[config.mk]
export PLATFORM = sky130hd
export DESIGN_NAME = pfd_free_find
export DESIGN_NICKNAME = d
export VERILOG_FILES = /design/src/hw/rtl/pfd_free_find.sv
export SDC_FILE = /design/constraint.sdc
export NUM_CORES = 1
export LEC_CHECK = 0
export BUFFER_PORTS_ARGS = -buffer_cell sky130_fd_sc_hd__buf_2
export CORE_AREA = 3 3 40 42
export DETAILED_ROUTE_END_ITERATION = 6
export DIE_AREA = 0 0 43 45
export GPL_TIMING_DRIVEN = 0
export PLACE_DENSITY = 0.82
export SLEW_MARGIN = 20
export SYNTH_ARGS = -nofsm -noshare
export SYNTH_HDL_FRONTEND = slang
export SYNTH_SLANG_ARGS = --single-unit
[constraint.sdc]
create_clock -name vclk -period 2.2
set_clock_uncertainty 0.15 [all_clocks]
set_input_delay 0.11 -clock vclk [all_inputs]
set_output_delay 0.11 -clock vclk [all_outputs]
set_load 0.01 [all_outputs]
[src/hw/rtl/pfd_free_find.sv]
`timescale 1ns / 1ps
// ----------------------------------------------------------------------------
// pfd_free_find - lowest two free descriptors
// Priority encoder returning the lowest and second lowest set bits of the
// free map, with a flag when at least two are set.
// ----------------------------------------------------------------------------
module pfd_free_find #(
    parameter int FD_COUNT = 16,
    parameter int FD_W     = 4
) (
    input  logic [FD_COUNT-1:0] i_free,
    output logic                o_found,
    output logic [FD_W-1:0]     o_first,
    output logic [FD_W-1:0]     o_second
);
    logic first_hit;
    logic second_hit;

    always_comb begin
        first_hit  = 1'b0;
        second_hit = 1'b0;
        o_first    = '0;
        o_second   = '0;
        // scan downwards so the lowest match wins
        for (int i = FD_COUNT - 1; i >= 0; i--) begin
            if (i_free[i]) begin
                o_first   = FD_W'(i);
                first_hit = 1'b1;
            end
        end
        for (int i = FD_COUNT - 1; i >= 0; i--) begin
            if (i_free[i] && (FD_W'(i) != o_first)) begin
                o_second   = FD_W'(i);
                second_hit = 1'b1;
            end
        end
        o_found = first_hit && second_hit;
    end

endmodule

# ---- Word-level counts from Yosys, hierarchy flattened
# Index checks and enable logic that the tools add are counted.
dict set report word_totals {
  reg_bits 0
  elab_cells 97
  output_inout_bits 9
  input_bits 16
}
dict set report classes {
  n_eq_ne 15
  n_mux 64
  n_reduce_logical 18
}
# operator count
set ops {}
lappend ops {{$mux W4} 32}
lappend ops {{$mux W1} 32}
lappend ops {{$ne A4 B4 Y1 const A} 8}
lappend ops {{$logic_and A1 B1 Y1} 17}
lappend ops {{$ne A3 B4 Y1 const A} 4}
lappend ops {{$ne A2 B4 Y1 const A} 2}
lappend ops {{$ne A1 B4 Y1 const A} 1}
lappend ops {{$reduce_bool A4 Y1} 1}

# ---- Longest topological paths before layout
dict set report depth {
  ltp_word 35
  mapped_depth 8
  mapped_depth_nobuf 7
}

# ---- Worst setup path after synthesis
# Ideal clock, no wire load.
dict set report synth_path {
  path_kind {input -> output}
  startpoint {input i_free[7]}
  endpoint {output o_second[0]}
  t_arrival_ns 1.888
  n_path_buf 1
  slack_ns 0.052
  path_stages 8
  t_required_ns 1.940
  path_cell_list {buf_2 > nor4_1 > nand2_1 > nor3_1 > mux2i_1 > o211ai_1 > a31o_2 > a31oi_1}
}
dict set report synth_between {
  elab_chain_len 26
  word_cells_on_any_way 56
  cone_classes {15 x eq/ne; 24 x mux; 17 x reduce/logical}
}
# item line
set synth_rtl {}
lappend synth_rtl {{start: declaration} 11} ;# input logic [FD_COUNT-1:0] i_free,
lappend synth_rtl {{$mux W4 (8 in a row)} 26} ;# if (i_free[i]) begin
lappend synth_rtl {{$ne A4 B4 Y1} 32} ;# if (i_free[i] && (FD_W'(i) != o_first)) begin
lappend synth_rtl {{$logic_and A1 B1 Y1} 32}
lappend synth_rtl {{$mux W4 (15 in a row)} 32}
lappend synth_rtl {{$mux W4 (*)} 32}
lappend synth_rtl {{end: declaration} 14} ;# output logic [FD_W-1:0] o_second
# Every way passes the cells marked *; elsewhere a longest branch is shown, timed or not.

# ---- Final worst setup path
# Ends and elaborated chain as after synthesis.

==> run metrics <==
Final nets 152; final antenna diode count 0; number of antenna violations at the first check in global routing 0; CP max-delay cell sky130_fd_sc_hd__or3b_1; RSZ-0062 raised after global routing true; synthesized area 676 µm²; total setup violations reported at the end of the flow 4; remaining routing DRC violations 0; required time worst endpoint 1940 ps; area grow syn2layout 70.9%; chain of cells forming the critical path buf_4, or3b_1, a311oi_2, a311oi_4, buf_4, o21ai_0, nand2_1, a31o_2, a31oi_1, buf_2; clock buffer count in the final layout 0; GR Overflow Total 0; aggregate routed wire length ~3.2 mm; number of hold violations in the final report 0; number of distinct library cell variants in the gate-level netlist after synthesis 45; Synth area leader sky130_fd_sc_hd__nand2_1; overall die area around 1900 µm²; pin slew with the least headroom to its limit around 730 ps; average cell area after synthesis 6.62 µm²; worst IR drop on VDD roughly 0.11 mV; Critical Path Start Type input port; area share of the largest cell type after synthesis 0.0556; number of I/O pins 25; leading post-synthesis cells by cell area sky130_fd_sc_hd__nand2_1 5.6%, sky130_fd_sc_hd__a21oi_1 4.4%, sky130_fd_sc_hd__o21ai_0 4.4%; router iterations before antenna repair 4; count of vias placed by the detailed router around 1,100; biggest fanout along the worst timing path 9; kind of critical path in -> out; number of nets produced by synthesis 118; nature of the critical path endpoint output port; all-layer global routing usage 0.245; average routed wire per standard cell 21.4 µm; global-route wire length before repair 3.83 mm; worst relative slew slack 0.509; chip width around 43 µm; vias in the first global route 855; run status finished with violations; core area ~1300 µm²; most frequent cell on the critical path sky130_fd_sc_hd__buf_4; Initial Util 0.526; number of DRC violations after detailed-routing iteration 0 44; total instance count after detailed placement about 140; YS warnings 0; ratio of routed vias to standard cells 7.18; pin count of the biggest net entering global routing 11; Worst Hold Class in -> out; CP peak stage delay 400 ps; RePlAce Congestion 0.917; Max Fclk between 0.4 and 0.5 GHz; Leakage Power 0.000401 µW; Cell Pwr Density between 150 and 200 nW/µm²; placed wire-length estimate 1.56 mm; worst hold path cell count 3; count of buffers inserted at the top-level ports 20; cells after synthesis 102; minimum period implied by the final worst setup slack 2310 ps; sequential element share of the synthesized area 0; die height ~45 µm; number of maximum-capacitance violations 0; worst-case setup margin in the final layout -108 ps; count of final max-slew check failures 0; fin crit share 1.05; violations in the final reports negative setup slack; Reg area 0 µm²; Final ANT Viol Nets 0; ratio of cells with drive above 1 in the final layout 0.530; Seq cells 0; hold_buf cts 0; post-layout utilization of the core 0.899; CP Data Arrival Time 2050 ps; number of non-filler instances in the completed layout around 150; standard-cell row count 13
cell families (layout without fill, tap and decap cells):
logic type	after synthesis	in the layout	synth area share
xor+xnor	1	1	0.0130
compound gates	46	46	0.519
buf+inv	12	44	0.0833
fa+ha+maj	1	1	0.0148
mux	1	1	0.0148
simple gates	41	41	0.356
area by class of cell:
cell class	count	area [µm²]
plain buffers	6	60.1
repair buffers	32	224
inverters	6	22.5
fillers	62	130
well taps	15	18.8
multi-input cells	90	830
cells in the mapped netlist, drive strengths merged, types with 4 or more instances:
cell type,count
inv,6
a21oi,6
nor2,7
nor3,4
nor4,5
buf,5
o21ai,9
nand2,10
where the power goes:
group / switching, µW / internal (µW) / total (µW)
logic: 115 / 84.5 / 200
registers: 0 / 0 / 0
clock network: 0 / 0 / 0
total: 115 / 84.5 / 200
layer usage:
metal,part of all wire,GRT usage,wire length [µm],vias to the layer above
li1,-,-,-,473
met1,0.37,0.314,1180,504
met2,0.50,0.434,1580,69
met3,0.067,0.0159,214,24
met4,0.066,0.0904,209,0
met5,0,0,0,-
what timing repair did:
| item | 4_1_cts | 5_1_grt |
|---|---|---|
| buffers inserted | 2 | 10 |
| endpoints found under the hold margin | 0 | 0 |
| gates resized for setup | 18 | 47 |
| setup endpoints to repair | 5 | 5 |
| pin swaps | 5 | 10 |
critical path, delay by kind of cell:
kind / cells / cell delay, ps
compound gates: 5 / 970
buf+inv: 3 / 480
simple gates: 2 / 490
path summary, 6_finish.rpt:
check	startpoint	endpoint	slack, ps
min	i_free[0]	o_first[0]	370
max	i_free[7]	o_second[0]	-110
layout by cell type, fill, tap and decap left out, types with 3 or more instances in the layout:
master | synthesis | layout
sky130_fd_sc_hd__o21ai_0 | 6 | 4
sky130_fd_sc_hd__a21oi_1 | 6 | 3
sky130_fd_sc_hd__buf_6 | 1 | 5
sky130_fd_sc_hd__o21ai_1 | 3 | 3
sky130_fd_sc_hd__nand2b_1 | 3 | 3
sky130_fd_sc_hd__nor4_4 | 0 | 5
sky130_fd_sc_hd__inv_1 | 6 | 6
sky130_fd_sc_hd__nor2_1 | 7 | 6
sky130_fd_sc_hd__buf_2 | 3 | 16
sky130_fd_sc_hd__nand2_1 | 10 | 8
sky130_fd_sc_hd__o31a_1 | 3 | 3
sky130_fd_sc_hd__buf_4 | 0 | 14
through the flow:
| step | power (µW) | cell area (µm²) | hold WS (ps) | setup TNS, ps | setup WS (ps) |
|---|---|---|---|---|---|
| after floorplan | 82.8 | 676 | 238 | 0 | 52.2 |
| after global placement | 124 | 795 | 414 | -613 | -210 |
| after detailed placement | 127 | 795 | 413 | -912 | -249 |
| after CTS | 149 | 921 | 413 | -25.4 | -13.1 |
| after global routing | 213 | 1150 | 386 | -619 | -170 |
| final | 200 | 1150 | 372 | -288 | -108 |
Power figures use the tool's default switching activity.
